$ cat config.mk
export PLATFORM = sky130hd
export DESIGN_NAME = ncc_lane
export DESIGN_NICKNAME = d
export VERILOG_FILES = /design/src/hdl/ncc_pkg.sv /design/src/hdl/ncc_lane.sv
export SDC_FILE = /design/constraint.sdc
export NUM_CORES = 1
export LEC_CHECK = 0
export ABC_CLOCK_PERIOD_IN_PS = 15050
export BUFFER_PORTS_ARGS = -buffer_cell sky130_fd_sc_hd__buf_2
export CAP_MARGIN = 20
export CORE_UTILIZATION = 55
export DETAILED_ROUTE_END_ITERATION = 8
export PLACE_DENSITY = 0.75
export SYNTH_ARGS = -nofsm -noshare
export SYNTH_HDL_FRONTEND = slang
export SYNTH_SLANG_ARGS = --single-unit
$ cat constraint.sdc
create_clock -name clk -period 15.05 [get_ports clk]
set_input_delay 2.2575 -clock clk [delete_from_list [all_inputs] [get_ports clk]]
set_output_delay 2.2575 -clock clk [all_outputs]
set_load 0.01 [all_outputs]
$ cat src/hdl/ncc_pkg.sv
// Shared widths, codes and types of the nearest centroid classifier.
// No dependencies.
`default_nettype none
package ncc_pkg;

  localparam int VAL_W      = 16;
  localparam int SQ_W       = 32;
  localparam int DIST_W     = 35;
  localparam int OUT_IDX_W  = 4;
  localparam int ROW_IN_W   = 4;
  localparam int CLUS_W     = 5;
  localparam int CFG_ADDR_W = 3;
  localparam int CFG_DATA_W = 32;
  localparam int CFG_IDX_BIT = 2;
  localparam int IN_FIELDS  = 8;

  localparam logic CMD_WRITE    = 1'b0;
  localparam logic CMD_CLASSIFY = 1'b1;

  localparam logic REG_ACTIVE_CLUSTERS = 1'b0;

  typedef logic signed [VAL_W-1:0] val_t;

  typedef struct packed {
    logic valid;
    logic first;
    logic last;
  } ncc_tag_t;

endpackage
`default_nettype wire

$ cat src/hdl/ncc_lane.sv
// One dimension lane: difference and registered square.
// Depends on ncc_pkg.
`default_nettype none
module ncc_lane (
  input  wire logic                      clk,
  input  wire ncc_pkg::val_t             sample,
  input  wire ncc_pkg::val_t             centroid,
  output logic [ncc_pkg::SQ_W-1:0]       sq
);
  import ncc_pkg::*;

  logic signed [VAL_W:0]     diff;
  logic signed [2*VAL_W+1:0] prod;
  logic [SQ_W-1:0]           sq_r;

  assign diff = {sample[VAL_W-1], sample} - {centroid[VAL_W-1], centroid};
  assign prod = diff * diff;

  always_ff @(posedge clk) begin
    sq_r <= prod[SQ_W-1:0];
  end

  assign sq = sq_r;

endmodule
`default_nettype wire

==> results.cfg <==
[placement]
portBuffers = 63
gp_congestion = 0.906
placed_area_um2 = 11300
hpwlAfterDp_mm = 19.0

[detailed_routing]
routed.top_layer = met4
final_antenna_net_count = 0
route.met3.wl_mm = 1.44
detail_route.iter0.violations = 252
drt-pass1-iter-count = 6
wl_met1_mm = 8.53
wl_mm = 22.2
routed_via_density = 5.11
drc_errors = 0
dr_wl_met2_mm = 11.4
wl_per_cell_um = 15.1
num_vias = 7524

[setup_path]
critPathRequiredTime_ns = 15.21
crit_slowest_cell = fa_1
crit_top_cell = fa_1
crit_buf_inv = 8
critical_path_class = in -> reg
critPathArrivalTime_ns = 10.66
cp-end-kind = register
critical_path_peak_fanout = 19
cpPeakStageDelay_ns = 0.50
cp_top_family = adder cells
start_kind = input port
cp.depth = 35

[run]
maxCapViolCount = 0

[cts]
root_buffer = clkbuf_16
htree_num_levels = 2
tritoncts = done
clock_sink_count = 31
ctsHoldBuffers = 0
numCtsBuffers = 5
clk_path_buf_depth = 2
cts_setup_buffers = 0
post_cts_resize_count = 0
clk_pin_slew_ns = 0.05

[synthesis]
synth_top_area_share_pct = 48.9
synth_top_area_cell = fa_1
async_flop_share_pct = 0
yosysUniqueCellTypes = 57
synth_top_family_by_area = adder cells
synth-xor-area-share_pct = 4.64
synth_mux_area_share_pct = 0.0940
synth-main-ff-cell = dfxtp_1
synth-simple-area-share_pct = 9.90
syn_nets = 1536
synthAdderAreaFrac_pct = 59.7
syn_inst = 1151
synth.top_cells.by_area = fa_1, inv_1, ha_1
ys_seq_area_share_pct = 5.83
synth_compound_area_share_pct = 6.82
ys_warn_count = 0
synth_edf_count = 0
synth_area_per_cell_um2 = 9.26
ys_ff_latch = 31
synth.cell_area_um2 = 10700

[layout]
layout-drive-gt1-share_pct = 8.84
final_cell_area_um2 = 11400
syn_to_final_growth_pct = 7.22
largest_reg_flops = 31
antenna_cells = 0
nets = 1595

[grt]
grt_overflow = 0
grt_pass1_vias = 8276
grt_usage_pct = 25.0
grt_max_degree = 21
grt_pass1_wl_mm = 38.5
antenna_found_initial = 0

[timing]
setup_violations = 0
rsz0062_at_grt = false
whs_ns = 2.77
hold_violations = 0
layout_worst_path_cycle_share_pct = 69.7
min_period_ns = 10.50
drv_slew = 0
worst_slew_pin_slew_ns = 0.964
relSlewSlack_pct = 35.3
tns_ns = 0
max_freq_ghz = 0.0953

[die]
io_pins = 65
dieArea_um2 = 19900
die_y_um = 141
num_rows = 50
initial_core_util_pct = 56.6
core_area_um2 = 18800
die_x_um = 141

[worst_hold_path]
min_path_cells = 6
hold_path_class = in -> reg

[run_status]
status = finished, final reports clean
==> cell type report <==
class | instances | area (um^2)
well taps | 260 | 325
flip-flops and latches | 31 | 621
clock inverters | 1 | 5.00
repair buffers | 74 | 398
clock buffers | 7 | 133
multi-input cells | 753 | 8650
inverters | 345 | 1290
fillers | 1595 | 7410
==> per-layer routing <==
layer / global-route usage, % / vias to the layer above
met3: 4.01 / 66
met2: 44.7 / 242
li1: - / 3483
met1: 29.6 / 3733
met5: 0 / -
met4: 11.4 / 0
==> tightest hold or removal path: cells and delay by family <==
| family | cells | cell delay, ns |
|---|---|---|
| fa+ha+maj | 2 | 0.30 |
| xor+xnor | 1 | 0.09 |
| simple gates | 1 | 0.10 |
| buf+inv | 2 | 0.27 |
==> kinds of logic (layout without fill, tap and decap cells) <==
group,Yosys count,count (layout)
adder cells (fa/ha/maj),352,352
AO/OA/AOI/OAI,98,98
other,1,1
XOR/XNOR,54,54
multiplexers,1,1
flip-flops,31,31
AND/OR/NAND/NOR,247,247
buffers and inverters,367,427
==> cells in the final DEF (no fill, tap or decap), types with 9 or more instances in the layout <==
cell     Yosys  final
o21a_1       9      9
buf_4        1     11
o21ai_1      9      9
a21oi_1     24     24
a21o_1      14     14
fa_1       260    260
buf_2        4     63
nor2_1     103    103
o21ai_0      9      9
and2_1      19     19
ha_1        92     92
dfxtp_1     31     31
nand2_1     92     92
inv_2       11     11
inv_1      331    331
xnor2_1     37     37
xor2_1      15     15
==> path summary, 6_finish.rpt <==
path / endpoint / from / slack [ns]
max: sq[31] / sample[0] / 4.55
min: sq[3] / sample[2] / 2.77
==> per-stage QoR <==
step,setup WS (ns),std cells,utilization [%]
after floorplan,5.26,1151,-
after global placement,4.51,1463,59.9
after detailed placement,4.32,1463,59.9
after CTS,4.58,1471,60.7
after global routing,3.98,1471,60.7
final,4.55,1471,60.7
==> Yosys cell counts, drive strengths merged (5+ instances only) <==
cell    number
nand3        5
o21a         9
a31oi        6
fa         260
nor3         7
nor2       104
nand2       92
clkbuf      17
xor2        15
ha          92
dfxtp       31
xnor2       38
nor2b        6
buf          5
inv        342
a21oi       25
and2        19
a21o        15
o21ai       19
nand4        5
Power is left out: the tool's default activity adds up to more than one toggle a clock period on the data nets, which glitch-free logic cannot reach.
