## config.mk

```make
export PLATFORM = sky130hd
export DESIGN_NAME = ncc_store
export DESIGN_NICKNAME = d
export VERILOG_FILES = /design/src/hdl/ncc_store.sv
export SDC_FILE = /design/constraint.sdc
export NUM_CORES = 1
export LEC_CHECK = 0
export BUFFER_PORTS_ARGS = -buffer_cell sky130_fd_sc_hd__buf_4
export CELL_PAD_IN_SITES_DETAIL_PLACEMENT = 1
export CELL_PAD_IN_SITES_GLOBAL_PLACEMENT = 1
export CORE_AREA = 2 2 393 589
export CTS_BUF_LIST = sky130_fd_sc_hd__clkbuf_8
export CTS_CLUSTER_SIZE = 10
export DETAILED_ROUTE_END_ITERATION = 10
export DIE_AREA = 0 0 395 591
export GPL_ROUTABILITY_DRIVEN = 0
export PLACE_DENSITY_LB_ADDON = 0.1
export SYNTH_ARGS = -nofsm -noshare
export SYNTH_HDL_FRONTEND = slang
export SYNTH_SLANG_ARGS = --single-unit
export TNS_END_PERCENT = 10
```

## constraint.sdc

```tcl
create_clock -name clk -period 17.5 [get_ports clk]
set_input_delay 4.375 -clock clk [delete_from_list [all_inputs] [get_ports clk]]
set_output_delay 4.375 -clock clk [all_outputs]
set_load 0.01 [all_outputs]
```

## src/hdl/ncc_store.sv

```systemverilog
// Centroid row memory: one write port, one registered read port.
// No package dependency.
`default_nettype none
module ncc_store #(
  parameter int DEPTH = 16,
  parameter int WIDTH = 128,
  parameter int AW    = 4
) (
  input  wire logic             clk,
  input  wire logic             we,
  input  wire logic [AW-1:0]    waddr,
  input  wire logic [WIDTH-1:0] wdata,
  input  wire logic [AW-1:0]    raddr,
  output logic      [WIDTH-1:0] rdata
);

  logic [WIDTH-1:0] mem [DEPTH];
  logic [WIDTH-1:0] rdata_r;

  always_ff @(posedge clk) begin
    if (we) begin
      mem[waddr] <= wdata;
    end
    rdata_r <= mem[raddr];
  end

  assign rdata = rdata_r;

endmodule
`default_nettype wire

```

==> results of run 1 <==
[final timing paths]
path	end	slack [ns]	cells past startpoint
min reg2reg	rdata[92]$_DFF_P_	0.65	3
min	rdata[92]$_DFF_P_	0.65	3
max reg2reg	rdata[9]$_DFF_P_	15.98	3
max	rdata[119]$_DFF_P_	9.99	7
[registers in the layout, indices dropped and copies added (netlist names)]
signal and flops:
mem 2048, rdata 128
[logic make-up (layout without fill, tap and decap cells)]
kind of cell	after synthesis	count (layout)
mux	565	565
compound gates	273	273
other cells	0	6
simple gates	167	167
flops	2176	2176
buf+inv	176	980
[placed cells by master, fill, tap and decap left out, drive strengths merged]
master	n
edfxtp	2048
mux4	477
clkbuf	395
buf	342
a22oi	215
inv	163
dfxtp	128
nand2	95
clkinv	68
mux2	64
nor2b	29
mux2i	24
o221ai	23
o21ai	17
nand2b	16
nor2	15
a221oi	12
clkinvlp	8
diode	6
o22a	6
nor3	4
bufinv	4
and2	3
nand3b	2
or2	1
nand3	1
or3b	1
[cell type report]
cell class | count | share of cell area, %
Antenna cell | 6 | 0.0164
Clock buffer | 395 | 5.92
Clock inverter | 243 | 1.20
Multi-Input combinational cell | 1005 | 16.0
Sequential cell | 2176 | 69.8
Tap cell | 3038 | 4.14
Timing Repair Buffer | 342 | 2.98
[where the power goes]
part	switching (W)	total, W	leakage [nW]	internal (W)
Sequential	0.0000508	0.00588	19.6	0.00583
Combinational	0.000321	0.000551	6.22	0.000230
Clock	0.00200	0.00412	3.92	0.00212
Total	0.00238	0.0106	29.7	0.00818
[worst reg2reg max path, delay by kind of cell (launching register included)]
family | cells | cell delay, ns
multiplexers | 1 | 0.47
flip-flops | 1 | 0.37
AO/OA/AOI/OAI | 2 | 0.47
[metrics by stage]
stage	utilization [%]	setup slack [ns]
finish	40.2	9.99
global route	40.2	9.69
CTS	40.2	9.99
detailed placement	37.3	8.98
global placement	37.3	8.94
floorplan	-	3.20
[per-layer routing]
metal / up-vias / routed length, um / global-route usage (%) / part of all wire (%)
li1: 15400 / - / - / -
met1: 20400 / 88600 / 23.2 / 42
met2: 827 / 109000 / 31.7 / 51
met3: 359 / 10300 / 3.80 / 4.8
met4: 40 / 3830 / 4.13 / 1.8
met5: - / 270 / 0 / 0.13
==> run summary, run 1 <==
Syn Nets -> 3495
Slew @ Worst Pin -> 1.13 ns
hpwl dp -> 104 mm
maximum VDD drop -> 0.0510 mV
die height -> 591 um
Post-route DRC -> 0
final std cells w/o fill -> 7205
Syn Area/Cell -> 23.7 um2
fin nets -> 4019
crit path DAT -> 8.31 ns
Slew HR -> 24.4%
die area -> 233000 um2
WP data required -> 18.30 ns
simple-gate area share of the yosys netlist -> 0.967%
Worst Setup Start Kind -> input pin
WP buf/inv -> 4
Clock H-tree levels -> 5
status -> completed
initial antenna violation count -> 35
CP dominant cell by count -> buf_4
ys async rst share -> 0%
Hold WS -> 0.651 ns
total gr overflow -> 0
post-synthesis xor/xnor area fraction -> 0%
number of buffers created by CTS -> 356
clk sink count -> 2176
Hold Crit Class -> flop to flop
final worst-path cycle share -> 42.9%
clk buf depth -> 4
Synth top area share -> 77.4%
Leak Pwr -> 29.7 nW
overall global routing resource usage -> 18.2%
Routed WL -> 212 mm
RSZ-0062 raised after global routing -> false
area grow syn2layout -> 15.6%
final standard cell area without fillers -> 91800 um2
CP cell instances -> buf_8 > buf_4 > buf_4 > buf_4 > mux4_2 > a22oi_1 > nand2_1
CTS tree -> done
hold path start -> mem[14][92]$_DFFE_PP_
RR Startpoint -> mem[7][9]$_DFFE_PP_
post-synthesis compound-gate area fraction -> 2.59%
post-synthesis cell type count -> 25
most common cell in the synthesized netlist -> edfxtp_1
area occupied by multi-input gates -> 14700 um2
Synth Area in Adders -> 0%
PortBufs -> 265
final setup TNS -> 0 ns
multiplexer share of the synthesized area -> 14.7%
Initial Util -> 34.8%
global-route wire length before repair -> 306 mm
dpl cells -> 6561
Fin. Hold Viols -> 0
Synth area leaders -> edfxtp_1 77%, mux4_2 14%, dfxtp_1 3.2%
post-DR wirelength/cell -> 29.5 um
postcts setup bufs -> 0
fillers -> 21400
cell area after synthesis -> 79400 um2
kind of cell adding the most delay to the critical path -> buffers and inverters
max-cap violation count -> 0
Setup crit start -> raddr[1]
critical-path maximum fanout -> 63
Sequential Area -> 64100 um2
CORE AREA -> 228000 um2
drt pass-1 iters -> 5
Post-synth EDFFs -> 2048
number of global-route vias before repair -> 42100
CP Capture Type -> flop
synth warn -> 0
latest clock arrival within the worst-skew pair -> 0.92 ns
slowest stage delay, CP -> 0.93 ns
Final Power -> 0.0106 W
max-slew violations -> 0
Initial DRC Count -> 2231
number of routed nets with antenna violations -> 0
largest net degree at the start of global routing -> 118
Pwr Density -> 115 nW/um2
register area share after synthesis -> 80.6%
DP Area -> 85300 um2
top_reg_cell synth -> edfxtp_1
largest family of logic cells by synthesized area -> multiplexers
die outline width -> 395 um
cell taking the most area after synthesis -> edfxtp_1
CTS resizes -> 0
Layout Skew -> 0.0340 ns
via density per instance -> 5.14
# IOs -> 266
CTS Root Buffer Type -> clkbuf_8
top cells by count, synth -> 2048 x edfxtp_1, 477 x mux4_2, 215 x a22oi_1
Crit Path Category -> input pin to flop
Row Count -> 215
Setup violations, final -> 0
slowest CP cell -> buf_4
DR vias -> 37100
share of cells above drive strength 1 -> 32.2%
clk slew on worst S/H paths -> 0.06 ns
#FFs+latches synth -> 2176
number of instances in the synthesized netlist -> 3357
Min Clock Period, post-route -> 7.51 ns
CTS Hold Buffers Added -> 0
fmax -> 0.133 GHz
Note: power is estimated with default switching activity, not from simulation.
==> inputs of run 2 (changes only) <==
--- a/config.mk
+++ b/config.mk
@@ -5,14 +5,15 @@
 export SDC_FILE = /design/constraint.sdc
 export NUM_CORES = 1
 export LEC_CHECK = 0
+export ABC_AREA = 1
 export BUFFER_PORTS_ARGS = -buffer_cell sky130_fd_sc_hd__buf_4
 export CELL_PAD_IN_SITES_DETAIL_PLACEMENT = 1
 export CELL_PAD_IN_SITES_GLOBAL_PLACEMENT = 1
-export CORE_AREA = 2 2 393 589
+export CORE_AREA = 2 2 412 619
 export CTS_BUF_LIST = sky130_fd_sc_hd__clkbuf_8
 export CTS_CLUSTER_SIZE = 10
 export DETAILED_ROUTE_END_ITERATION = 10
-export DIE_AREA = 0 0 395 591
+export DIE_AREA = 0 0 414 621
 export GPL_ROUTABILITY_DRIVEN = 0
 export PLACE_DENSITY_LB_ADDON = 0.1
 export SYNTH_ARGS = -nofsm -noshare
==> constraint.sdc (replaced) <==
create_clock -name clk -period 7.7 [get_ports clk]
set_input_delay 1.925 -clock clk [delete_from_list [all_inputs] [get_ports clk]]
set_output_delay 1.925 -clock clk [all_outputs]
set_load 0.01 [all_outputs]
==> run 2 against run 1 <==
Die area rose by 10%. Critical endpoint is now mem[11][67]$_DFFE_PP_. Flip-flop and latch count stayed put. Non-clock buffer count is 8 higher. Highest routed layer unchanged.
==> run summary, run 2 <==
Hold Crit Class -> flop to flop
Layout Skew -> 0.0371 ns (+0.00307 ns)
post-synthesis xor/xnor area fraction -> 0% (unchanged)
Leak Pwr -> 40.2 nW (+35%)
final worst-path cycle share -> 47.5%
slowest CP cell -> nor2_4
die area -> 257000 um2 (+10%)
ys async rst share -> 0% (unchanged)
Synth Area in Adders -> 0% (unchanged)
CP cell instances -> buf_4 > nand3b_1 > nor2_4 > buf_4
CTS Hold Buffers Added -> 0 (unchanged)
largest net degree at the start of global routing -> 197 (+67%)
largest family of logic cells by synthesized area -> simple AND/OR/NAND/NOR gates
fin nets -> 8208 (+100%)
Pwr Density -> 247 nW/um2 (+120%)
overall global routing resource usage -> 20.9% (+2.7 points)
DP Area -> 92800 um2 (+8.9%)
Post-synth EDFFs -> 2048 (unchanged)
# IOs -> 266 (unchanged)
cell area after synthesis -> 87700 um2 (+10%)
global-route wire length before repair -> 402 mm (+32%)
Synth area leaders -> edfxtp_1 70%, nand2_1 12%, nand3_1 8.4%
Synth top area share -> 70.1% (-7.3 points)
DR vias -> 57700 (+56%)
area grow syn2layout -> 13.5%
top cells by count, synth -> 2809 x nand2_1, 2048 x edfxtp_1, 1467 x nand3_1
slowest stage delay, CP -> 0.98 ns (+0.05 ns)
utilization after layout -> 39.6% (-0.65 points)
clk buf depth -> 4 (unchanged)
Final Power -> 0.0246 W (+130%)
commonest non-fill, non-tap cell in the layout -> nand2_1
WP data required -> 8.25 ns (-10.05 ns)
multiplexer share of the synthesized area -> 0% (-15 points)
status -> completed
most common cell in the synthesized netlist -> nand2_1
via density per instance -> 4.94 (-4.0%)
crit path DAT -> 4.21 ns (-4.10 ns)
Initial Util -> 34.8% (+0.053 points)
CTS resizes -> 0 (unchanged)
final standard cell area without fillers -> 99500 um2 (+8.4%)
number of buffers created by CTS -> 357 (+0.28%)
Most flops, register -> mem
max reg flops -> 2048 (unchanged)
Slew HR -> 21.2% (-3.2 points)
simple-gate area share of the yosys netlist -> 20.7% (+20 points)
fillers -> 27400 (+28%)
Crit Path Category -> input pin to flop
Hold WS -> 0.649 ns (-0.00252 ns)
latest clock arrival within the worst-skew pair -> 0.95 ns (+0.03 ns)
postcts setup bufs -> 0 (unchanged)
max-cap violation count -> 0 (unchanged)
register area share after synthesis -> 73.1% (-7.6 points)
CP Capture Type -> flop
final setup TNS -> 0 ns (unchanged)
Syn Nets -> 7924 (+130%)
maximum VDD drop -> 0.119 mV (+130%)
CTS tree -> done
die outline width -> 414 um (+4.8%)
#FFs+latches synth -> 2176 (unchanged)
Slew @ Worst Pin -> 1.18 ns (+0.0449 ns)
Row Count -> 226 (+5.1%)
hpwl dp -> 127 mm (+22%)
clk sink count -> 2176 (unchanged)
Worst R2R Path Depth -> 6 (+3)
post-DR wirelength/cell -> 23.2 um (-21%)
Post-route DRC -> 0 (unchanged)
Initial DRC Count -> 3480 (+56%)
number of routed nets with antenna violations -> 0 (unchanged)
Fin. Hold Viols -> 0 (unchanged)
CTS Root Buffer Type -> clkbuf_8
total gr overflow -> 0 (unchanged)
Routed WL -> 271 mm (+28%)
die height -> 621 um (+5.1%)
worst hold stages -> 6 (+3)
CORE AREA -> 252000 um2 (+10%)
number of global-route vias before repair -> 61900 (+47%)
initial antenna violation count -> 32 (-8.6%)
clk slew on worst S/H paths -> 0.06 ns (about the same)
synth warn -> 0 (unchanged)
drt pass-1 iters -> 5 (unchanged)
post-synthesis compound-gate area fraction -> 0% (-2.6 points)
most frequent cells in the layout -> 2809 x nand2_1, 2048 x edfxtp_1, 1467 x nand3_1
CP dominant cell by count -> buf_4
critical-path maximum fanout -> 31 (-51%)
number of instances in the synthesized netlist -> 7786 (+130%)
Worst Setup Start Kind -> input pin
Syn Area/Cell -> 11.3 um2 (-52%)
post-synthesis cell type count -> 16 (-36%)
share of cells above drive strength 1 -> 9.98% (-22 points)
Setup violations, final -> 0 (unchanged)
fmax -> 0.273 GHz
Clock H-tree levels -> 5 (unchanged)
Min Clock Period, post-route -> 3.66 ns
RSZ-0062 raised after global routing -> false
top_reg_cell synth -> edfxtp_1
PortBufs -> 265 (unchanged)
cell taking the most area after synthesis -> edfxtp_1
max-slew violations -> 0 (unchanged)
run 2: cell count changes in the layout (fill, tap and decap cells not counted), moves of 17 or more:
cell	before	now
o221ai_1	23	0
mux2_2	64	0
a22oi_1	215	0
nand3_1	1	1467
mux4_2	477	0
mux2i_1	24	0
inv_1	158	1007
nor2b_1	25	0
buf_4	327	310
o21ai_0	17	0
buf_12	12	36
or2_2	1	20
nand2_1	95	2809
run 2: cells by family after synthesis:
| logic type | count (synthesis) |
|---|---|
| buffers and inverters | 1291 |
| DFF | 2176 |
| and+or+nand+nor | 4319 |
run 2: through the flow:
| step | cells | setup WS, ns |
|---|---|---|
| after global routing | 11700 | 3.97 |
| after detailed placement | 11000 | 3.04 |
| final | 11700 | 4.04 |
| after CTS | 11700 | 3.89 |
| after global placement | 11000 | 3.09 |
| after floorplan | 7786 | -0.376 |
run 2: worst max-delay path, delay by kind of cell:
kind	cells	cell delay, ns
buffers and inverters	2	0.84
and+or+nand+nor	2	1.35
run 2: per-layer routing:
layer	share of wire [%]	track usage (%)
met2	49	35.8
met1	45	27.4
met4	2.1	5.15
met5	0.062	0
met3	4.3	3.44
run 2: worst paths after layout:
path                                from               endpoint  slack, ns
setup reg to reg  mem[11][105]$_DFFE_PP_     rdata[105]$_DFF_P_       6.53
hold reg to reg     mem[13][4]$_DFFE_PP_       rdata[4]$_DFF_P_       0.65
hold / removal      mem[13][4]$_DFFE_PP_       rdata[4]$_DFF_P_       0.65
setup / recovery                waddr[2]  mem[11][67]$_DFFE_PP_       4.04
run 2: power breakdown:
group          switching [W]  internal, W  leakage (nW)
combinational        0.00115     0.000461          16.6
clock                0.00469      0.00497          3.96
sequential          0.000120       0.0132          19.6
run 2: layout make-up:
cell class	count	area, um2	share of cell area [%]
multi-input combinational	4319	18200	18.3
antenna	13	32.5	0.0327
inverter	866	3290	3.30
sequential	2176	64100	64.4
timing repair buffer	350	3110	3.12
tap	3306	4140	4.16
clock inverter	249	1180	1.19
clock buffer	400	5510	5.53
