## src/hdl/ncc_pkg.sv

```systemverilog
// Shared widths, codes and types of the nearest centroid classifier.
// No dependencies.
`default_nettype none
package ncc_pkg;

  localparam int VAL_W      = 16;
  localparam int SQ_W       = 32;
  localparam int DIST_W     = 35;
  localparam int OUT_IDX_W  = 4;
  localparam int ROW_IN_W   = 4;
  localparam int CLUS_W     = 5;
  localparam int CFG_ADDR_W = 3;
  localparam int CFG_DATA_W = 32;
  localparam int CFG_IDX_BIT = 2;
  localparam int IN_FIELDS  = 8;

  localparam logic CMD_WRITE    = 1'b0;
  localparam logic CMD_CLASSIFY = 1'b1;

  localparam logic REG_ACTIVE_CLUSTERS = 1'b0;

  typedef logic signed [VAL_W-1:0] val_t;

  typedef struct packed {
    logic valid;
    logic first;
    logic last;
  } ncc_tag_t;

endpackage
`default_nettype wire

```

## src/hdl/ncc_merge.sv

```systemverilog
// Merge stage: sums the lane squares, then keeps the running minimum.
// Depends on ncc_pkg.
`default_nettype none
module ncc_merge #(
  parameter int DIMS  = 8,
  parameter int ROW_W = 4,
  parameter int SUM_W = 35
) (
  input  wire logic                    clk,
  input  wire logic                    rst_n,
  input  wire ncc_pkg::ncc_tag_t       tag_in,
  input  wire logic [ROW_W-1:0]        row_in,
  input  wire logic [ncc_pkg::SQ_W-1:0] sq_in [DIMS],
  output logic                         done,
  output logic [ROW_W-1:0]             best_row,
  output logic [SUM_W-1:0]             best_dist
);
  import ncc_pkg::*;

  logic [SUM_W-1:0] sum;
  logic [SUM_W-1:0] sum_r;
  logic [ROW_W-1:0] row_r;
  ncc_tag_t         tag_r;
  ncc_tag_t         tag_nxt;
  logic [SUM_W-1:0] best_dist_r;
  logic [ROW_W-1:0] best_row_r;
  logic             take;

  always_comb begin
    sum = '0;
    for (int d = 0; d < DIMS; d++) begin
      sum = sum + SUM_W'(sq_in[d]);
    end
  end

  assign tag_nxt = tag_in;

  always_ff @(posedge clk) begin
    if (!rst_n) begin
      tag_r <= '0;
    end else begin
      tag_r <= tag_nxt;
    end
  end

  always_ff @(posedge clk) begin
    sum_r <= sum;
    row_r <= row_in;
  end

  // strict less-than: lowest row wins a tie
  assign take = tag_r.valid && (tag_r.first || (sum_r < best_dist_r));

  always_ff @(posedge clk) begin
    if (take) begin
      best_dist_r <= sum_r;
      best_row_r  <= row_r;
    end
  end

  assign done      = tag_r.valid && tag_r.last;
  assign best_row  = best_row_r;
  assign best_dist = best_dist_r;

endmodule
`default_nettype wire

```

## config.mk

```make
export PLATFORM = sky130hd
export DESIGN_NAME = ncc_merge
export DESIGN_NICKNAME = d
export VERILOG_FILES = /design/src/hdl/ncc_pkg.sv /design/src/hdl/ncc_merge.sv
export SDC_FILE = /design/constraint.sdc
export NUM_CORES = 1
export LEC_CHECK = 0
export ABC_AREA = 1
export BUFFER_PORTS_ARGS = -buffer_cell sky130_fd_sc_hd__buf_2
export CAP_MARGIN = 25
export CORE_AREA = 2 2 148 150
export DETAILED_ROUTE_END_ITERATION = 10
export DIE_AREA = 0 0 150 152
export PLACE_DENSITY = 0.73
export SLEW_MARGIN = 25
export SYNTH_ARGS = -nofsm -noshare
export SYNTH_HDL_FRONTEND = slang
export SYNTH_SLANG_ARGS = --single-unit
```

## constraint.sdc

```tcl
create_clock -name clk -period 5.1 [get_ports clk]
set_clock_uncertainty 0.15 [all_clocks]
set_input_delay 0.765 -clock clk [delete_from_list [all_inputs] [get_ports clk]]
set_output_delay 0.765 -clock clk [all_outputs]
set_load 0.02 [all_outputs]
```

==> results of run 1 <==
-- power by group --
| group | leakage, uW | switching, uW | total (uW) | internal (uW) |
|---|---|---|---|---|
| clock | 0.000155 | 249 | 653 | 404 |
| combinational | 0.00659 | 4110 | 6460 | 2340 |
| sequential | 0.000716 | 132 | 1170 | 1040 |
| total | 0.00746 | 4490 | 8280 | 3790 |
-- routing by layer --
metal,vias to the layer above,routed length [um],global-route usage [%]
met5,-,0,0
met4,0,335,4.00
met3,32,1150,2.31
met1,3905,9600,26.7
li1,4078,-,-
met2,238,11000,36.1
-- cell type report --
class,instances,area share (%)
clock buffer,11,2.01
clock inverter,5,0.428
inverter,491,14.7
multi-input combinational,645,51.9
sequential,81,16.0
tap,280,2.79
timing repair buffer,305,12.2
-- cell usage after synthesis (all sizes together) --
cell type | instances | area (sq um)
and2 | 2 | 15.0
xor2 | 18 | 158
o211ai | 1 | 7.51
nor2 | 58 | 223
nand4 | 10 | 62.6
nand3b | 1 | 7.51
edfxtp | 39 | 1170
inv | 491 | 1840
nand2 | 164 | 628
nor4 | 1 | 6.26
or2 | 1 | 6.26
buf | 1 | 7.51
a21oi | 55 | 279
o311ai | 1 | 8.76
a21boi | 1 | 7.51
nor3 | 4 | 30.0
a21o | 4 | 30.0
o21bai | 4 | 30.0
fa | 191 | 3820
nand3 | 33 | 180
ha | 69 | 863
xnor2 | 1 | 8.76
o21ai | 23 | 119
dfxtp | 42 | 841
o21a | 3 | 22.5
-- worst paths after layout --
path	start	end	slack, ps
setup reg to reg	best_dist[34]	best_dist[29]	2200
setup / recovery	sq_in[2]	sum_r[32]	470
hold reg to reg	row_r[2]	best_row[2]	260
hold / removal	row_r[2]	best_row[2]	260
-- flip-flops by register name, indices dropped and copies added, names as in the netlist --
signal / cells
row_r: 4
best_dist: 35
sum_r: 35
best_row: 4
tag_r: 3
-- cell families after synthesis --
logic type	after synthesis	synth area share [%]
buf+inv	492	17.8
simple gates	274	11.2
fa+ha+maj	260	45.2
compound gates	92	4.86
flops	81	19.4
xor+xnor	19	1.60
-- worst max-delay path, cell delays in order --
cell and delay, ps:
buf_2 80, inv_1 50, fa_1 520, inv_1 50, fa_1 510, fa_1 540
inv_1 50, fa_1 530, inv_1 40, ha_1 270, fa_1 450, nand2_1 130
nand3_1 70, nand3_1 70, nand2_1 100, nand3_1 90, nand2_1 130, nand2_1 110
nand2_1 50, nand2_1 60, nand2_1 40
-- metrics by stage --
step	power [uW]	worst slack [ps]	cells	hold slack, ps
CTS	8310	477	1818	259
global placement	7540	165	1802	239
floorplan	5870	459	1218	236
finish	8280	474	1818	257
detailed placement	7610	142	1802	245
global route	9310	280	1818	274
==> reports/metrics.csv, run 1 <==
metric;value;unit
status;completed;
ys_types;33;
drive_above_1_share;21.9;%
p_per_area;659;mW/mm^2
drt-total-wl;22100;um
irDropWorstVdd;0.309;mV
dr_total_vias;8253;
hpwl;20300;um
endpoint_kind;flip-flop;
postLayoutCoreUtil;58.9;%
syn_area_per_cell;8.52;sq um
multi_input_area;0.00653;sq mm
relSlewSlack;43.4;%
place_area;0.0123;sq mm
final_cell_area;0.0126;sq mm
grt_remaining_overflow;0;
final_common_cell;inv_1;
die_x;150;um
numPortBuffers;304;
period_needed;4630;ps
seq_area_frac_synth;19.4;%
ios;305;
grt_pass1_wl;37400;um
r2r_cells;9;
syn_area;0.0104;sq mm
fill_cells;1953;
drv_cap;0;
grt_setup_unrepaired;no;
antenna_cells;0;
tns;0;ps
min_path_cells;0;
final_cell_mix;inv_1 (491), buf_2 (304), fa_1 (191), nand2_1 (159), ha_1 (69);
yosysWarningCount;0;
hold_violations;0;
ant_nets;0;
die_y;152;um
worstPathArrival;4710;ps
tightest_slew;846;ps
synth_seq_cells;81;
h-tree-depth;3;
syn_inst;1218;
finalNetCount;2058;
core;0.0214;sq mm
dr.pass1.iters;5;
crit_required;5180;ps
startpoint_type;input pin;
postCtsSetupRepairBufs;0;
fmax;216;MHz
drv_slew;0;
critPathKind;in2reg;
drt_iter0_drc;301;
dieArea;0.0228;sq mm
antenna_found_initial;0;
post-route-period-util;90.7;%
critPathMaxFanout;3;
rows;54;
via_per_inst;4.54;
setup-violations-final;0;
gp_congestion;0.872;
register_area;0.00201;sq mm
synth_nets;1743;
clkTransAtPathRegs;60;ps
grt_start_max_net_pins;26;
leakage;0.00746;uW
cts_made_buffers;9;
clock-sinks;81;
cts_hold_buf;0;
cts_resized;0;
hp-class;reg2reg;
grt_pass1_vias;8658;
start_util;48.6;%
cts_buffer_depth;2;
wl_per_cell;12.1;um
clk_latency;330;ps
remaining_drc_errors;0;
cts_tree;built;
root_buffer;clkbuf_16;
grt_usage;20.2;%
areaGrowthSynthToFinish;21.1;%
Power figures use the tool's default switching activity.
==> run 2, diff against run 1 <==
Settings changed: RECOVER_POWER set to 50.
==> reports/metrics.csv, run 2 (synthesis gave the netlist of run 1 again) <==
metric;value;unit
areaGrowthSynthToFinish;20.7;%
grt_pass1_wl;37400;um
sw_frac_of_total;54.3;%
fill_cells;1973;
critPathKind;in2reg;
gp_congestion;0.872;
relSlewSlack;42.8;%
die_x;150;um
fmax;217;MHz
setup-violations-final;0;
dr.pass1.iters;5;
cts_hold_buf;0;
period_needed;4620;ps
cts_made_buffers;9;
clock-sinks;81;
final.setup.worst_slack;482;ps
slowest_delay;540;ps
cts_tree;built;
grt_remaining_overflow;0;
crit_top_cell;nand2_1;
irDropWorstVdd;0.309;mV
clkPwrFrac;7.9;%
die_y;152;um
numPortBuffers;304;
core;0.0214;sq mm
ios;305;
postCtsSetupRepairBufs;0;
tns;0;ps
finalNetCount;2058;
start_util;48.6;%
grt_pass1_vias;8658;
place_area;0.0123;sq mm
antenna_found_initial;0;
via_per_inst;4.53;
drive_above_1_share;19.6;%
p_per_area;660;mW/mm^2
finalPower;8270;uW
critPathMaxFanout;3;
place_ws;142;ps
tightest_slew;856;ps
drt_iter0_drc;290;
grt_usage;20.2;%
cts_buffer_depth;2;
p_sw;4490;uW
final_common_cell;inv_1;
startpoint_type;input pin;
p_int;3780;uW
h-tree-depth;3;
ant_nets;0;
rows;54;
drv_slew;0;
root_buffer;clkbuf_16;
grt_start_max_net_pins;26;
hold_violations;0;
drv_cap;0;
endpoint_kind;flip-flop;
cp_top_family;adder cells;
dr_total_vias;8243;
crit_required;5180;ps
p_seq_share;14.2;%
hp-class;reg2reg;
post-route-period-util;90.6;%
status;completed;
cts_resized;0;
remaining_drc_errors;0;
clk_latency;330;ps
leakage;0.00736;uW
worst-path-buf-inv;5;
grt_setup_unrepaired;no;
final_cell_mix;inv_1 (491), buf_2 (269), fa_1 (191), nand2_1 (159), ha_1 (69);
dieArea;0.0228;sq mm
drt-total-wl;22100;um
power_frac_comb;77.9;%
clkTransAtPathRegs;60;ps
hpwl;20300;um
antenna_cells;0;
worstPathArrival;4700;ps
final_cell_area;0.0125;sq mm
path_cells;buf_2 -> inv_1 -> fa_1 -> inv_1 -> fa_1 -> fa_1 -> inv_1 -> fa_1 -> inv_1 -> ha_1 -> fa_1 -> nand2_1 -> nand3_1 -> nand3_1 -> nand2_1 -> nand3_1 -> nand2_1 -> nand2_1 -> nand2_1 -> nand2_1 -> nand2_1;
wl_per_cell;12.2;um
crit_slowest_cell;fa_1;
[run 2: final cells by class]
cell class / count / area, sq um / share of cell area, %
flip-flops and latches: 81 / 2010 / 16.1
multi-input cells: 645 / 6530 / 52.1
inverters: 491 / 1840 / 14.7
clock inverters: 5 / 53.8 / 0.430
well taps: 280 / 350 / 2.80
clock buffers: 11 / 253 / 2.02
repair buffers: 305 / 1490 / 11.9
[run 2: power groups by stage]
| stage | Sequential, uW | Clock (uW) | Combinational (uW) |
|---|---|---|---|
| floorplan | 1210 | 0 | 4660 |
| global placement | 1170 | 0 | 6370 |
| detailed placement | 1190 | 0 | 6430 |
| CTS | 1180 | 660 | 6480 |
| global route | 1200 | 685 | 7420 |
| finish | 1180 | 653 | 6440 |
[run 2: routing by layer]
| layer | track usage [%] | vias to the layer above | wire length, um |
|---|---|---|---|
| met5 | 0 | - | 0 |
| met4 | 4.00 | 0 | 314 |
| met3 | 2.31 | 30 | 1140 |
| met2 | 36.1 | 238 | 11000 |
| met1 | 26.7 | 3895 | 9680 |
| li1 | - | 4080 | - |
[run 2: path summary, 6_finish.rpt]
path | from | endpoint | slack [ps] | cells after the start
setup / recovery | sq_in[2] | sum_r[32] | 480 | 21
hold / removal | row_r[2] | best_row[2] | 260 | 0
setup reg to reg | best_dist[34] | best_dist[16] | 2200 | 9
hold reg to reg | row_r[2] | best_row[2] | 260 | 0
[run 2: metrics by stage]
| step | hold slack (ps) | utilization [%] | std cells |
|---|---|---|---|
| 2_1_floorplan | 236 | - | 1218 |
| 3_3_place_gp | 239 | 57.4 | 1802 |
| 3_5_place_dp | 245 | 57.4 | 1802 |
| 4_1_cts | 259 | 58.9 | 1818 |
| 5_1_grt | 274 | 58.7 | 1818 |
| 6_report | 257 | 58.7 | 1818 |
==> run 3, diff against run 2 <==
Settings changed: CELL_PAD_IN_SITES_DETAIL_PLACEMENT set to 1, CELL_PAD_IN_SITES_GLOBAL_PLACEMENT set to 2, CORE_AREA 2 2 148 150 to 2 2 186 188, DIE_AREA 0 0 150 152 to 0 0 188 190, PLACE_DENSITY 0.73 to 0.79.
==> reports/metrics.csv, run 3 (synthesis gave the netlist of run 1 again) <==
metric;value;unit
status;completed;
dieArea;0.0357;sq mm
critPathMaxFanout;3;
h-tree-depth;3;
crit_required;5190;ps
areaGrowthSynthToFinish;23.1;%
fmax;217;MHz
grt_usage;15.2;%
power_frac_comb;78.1;%
tightest_slew;690;ps
final.setup.worst_slack;497;ps
dr_total_vias;8273;
clock-sinks;81;
path_cells;buf_2 -> inv_1 -> fa_1 -> inv_1 -> fa_1 -> fa_1 -> inv_1 -> fa_1 -> inv_1 -> ha_1 -> fa_1 -> nand2_1 -> nand3_1 -> nand3_1 -> nand2_1 -> nand3_1 -> nand2_1 -> nand2_1 -> nand2_1 -> nand2_1 -> nand2_1;
cts_resized;0;
slowest_delay;540;ps
die_x;188;um
relSlewSlack;53.9;%
root_buffer;clkbuf_16;
dr.pass1.iters;4;
final_cell_mix;inv_1 (491), buf_2 (269), fa_1 (191), nand2_1 (159), ha_1 (69);
numPortBuffers;304;
drt-total-wl;26500;um
startpoint_type;input pin;
grt_pass1_wl;43800;um
ios;305;
ant_nets;0;
crit_slowest_cell;fa_1;
final_common_cell;inv_1;
place_ws;95.3;ps
register_area;0.00201;sq mm
clkPwrFrac;8.1;%
grt_remaining_overflow;0;
hp-class;reg2reg;
p_seq_share;13.8;%
post-route-period-util;90.3;%
cts_made_buffers;9;
cts_tree;built;
grt_setup_unrepaired;no;
cts_buffer_depth;2;
drt_iter0_drc;149;
worstPathArrival;4690;ps
hold_violations;0;
critPathKind;in2reg;
hpwl;24900;um
postCtsSetupRepairBufs;0;
antenna_cells;0;
grt_pass1_vias;9434;
irDropWorstVdd;0.293;mV
crit_top_cell;nand2_1;
via_per_inst;4.15;
rows;68;
multi_input_area;0.00653;sq mm
cts_hold_buf;0;
period_needed;4600;ps
finalNetCount;2059;
drv_slew;0;
clkTransAtPathRegs;60;ps
p_per_area;670;mW/mm^2
fill_cells;4180;
remaining_drc_errors;0;
start_util;30.6;%
cp_top_family;adder cells;
sw_frac_of_total;55.1;%
p_sw;4720;uW
drive_above_1_share;19.6;%
leakage;0.00737;uW
grt_start_max_net_pins;22;
drv_cap;0;
core;0.0339;sq mm
setup-violations-final;0;
gp_congestion;0.802;
endpoint_kind;flip-flop;
antenna_found_initial;0;
clk_latency;340;ps
die_y;190;um
p_int;3840;uW
tns;0;ps
wl_per_cell;13.3;um
worst-path-buf-inv;5;
[run 3: cell types whose count changed in the layout (fill, tap and decap cells not counted)]
| cell | previous run | this run |
|---|---|---|
| clkbuf_1 | 35 | 37 |
| clkbuf_8 | 2 | 0 |
| clkinv_2 | 3 | 1 |
| buf_4 | 1 | 2 |
| clkbuf_16 | 9 | 11 |
[run 3: final cells by class]
class / count / area share, %
clock inverters: 3 / 0.343
clock buffers: 13 / 2.21
well taps: 455 / 4.46
repair buffers: 306 / 11.7
flip-flops and latches: 81 / 15.8
multi-input cells: 645 / 51.1
inverters: 491 / 14.4
[run 3: per-layer routing]
layer  global-route usage, %  routed length (um)  up-vias
met4                    3.27                 287        0
met5                       0                   0        -
li1                        -                   -     4080
met1                    19.5               11900     4001
met2                    27.4               13100      174
met3                    1.86                1120       18
[run 3: through the flow]
| stage | cell area, sq um | total power (uW) | utilization (%) | hold slack [ps] | instances |
|---|---|---|---|---|---|
| floorplan | 10400 | 5870 | - | 236 | 1218 |
| global placement | 12500 | 7860 | 36.8 | 239 | 1978 |
| detailed placement | 12500 | 7970 | 36.8 | 242 | 1978 |
| CTS | 12800 | 8700 | 37.7 | 267 | 1994 |
| global route | 12800 | 9630 | 37.6 | 276 | 1994 |
| finish | 12800 | 8550 | 37.6 | 262 | 1994 |
[run 3: worst reg2reg max path, stage by stage (launching register included)]
cell and delay (ps):
edfxtp_1 400, inv_1 90, ha_1 250, nand2_1 80, inv_1 50, nand2_1 60
nand2_1 40, nand2_1 50, nand2_1 70, nand2_1 60, nand2_1 50, nand2_1 60
nand3_1 110, a21oi_4 590, buf_4 420
[run 3: worst paths after layout]
kind	from	to	slack, ps	cells after the start
setup / recovery	sq_in[2]	sum_r[32]	500	21
hold / removal	row_r[0]	best_row[0]	260	0
setup reg to reg	best_dist[6]	best_dist[26]	2240	14
hold reg to reg	row_r[0]	best_row[0]	260	0
[run 3: power by group through the flow]
stage,combinational (uW),sequential [uW],clock [uW]
final,6680,1180,692
after global routing,7690,1210,729
after CTS,6800,1180,711
after detailed placement,6770,1200,0
after global placement,6670,1180,0
after floorplan,4660,1210,0
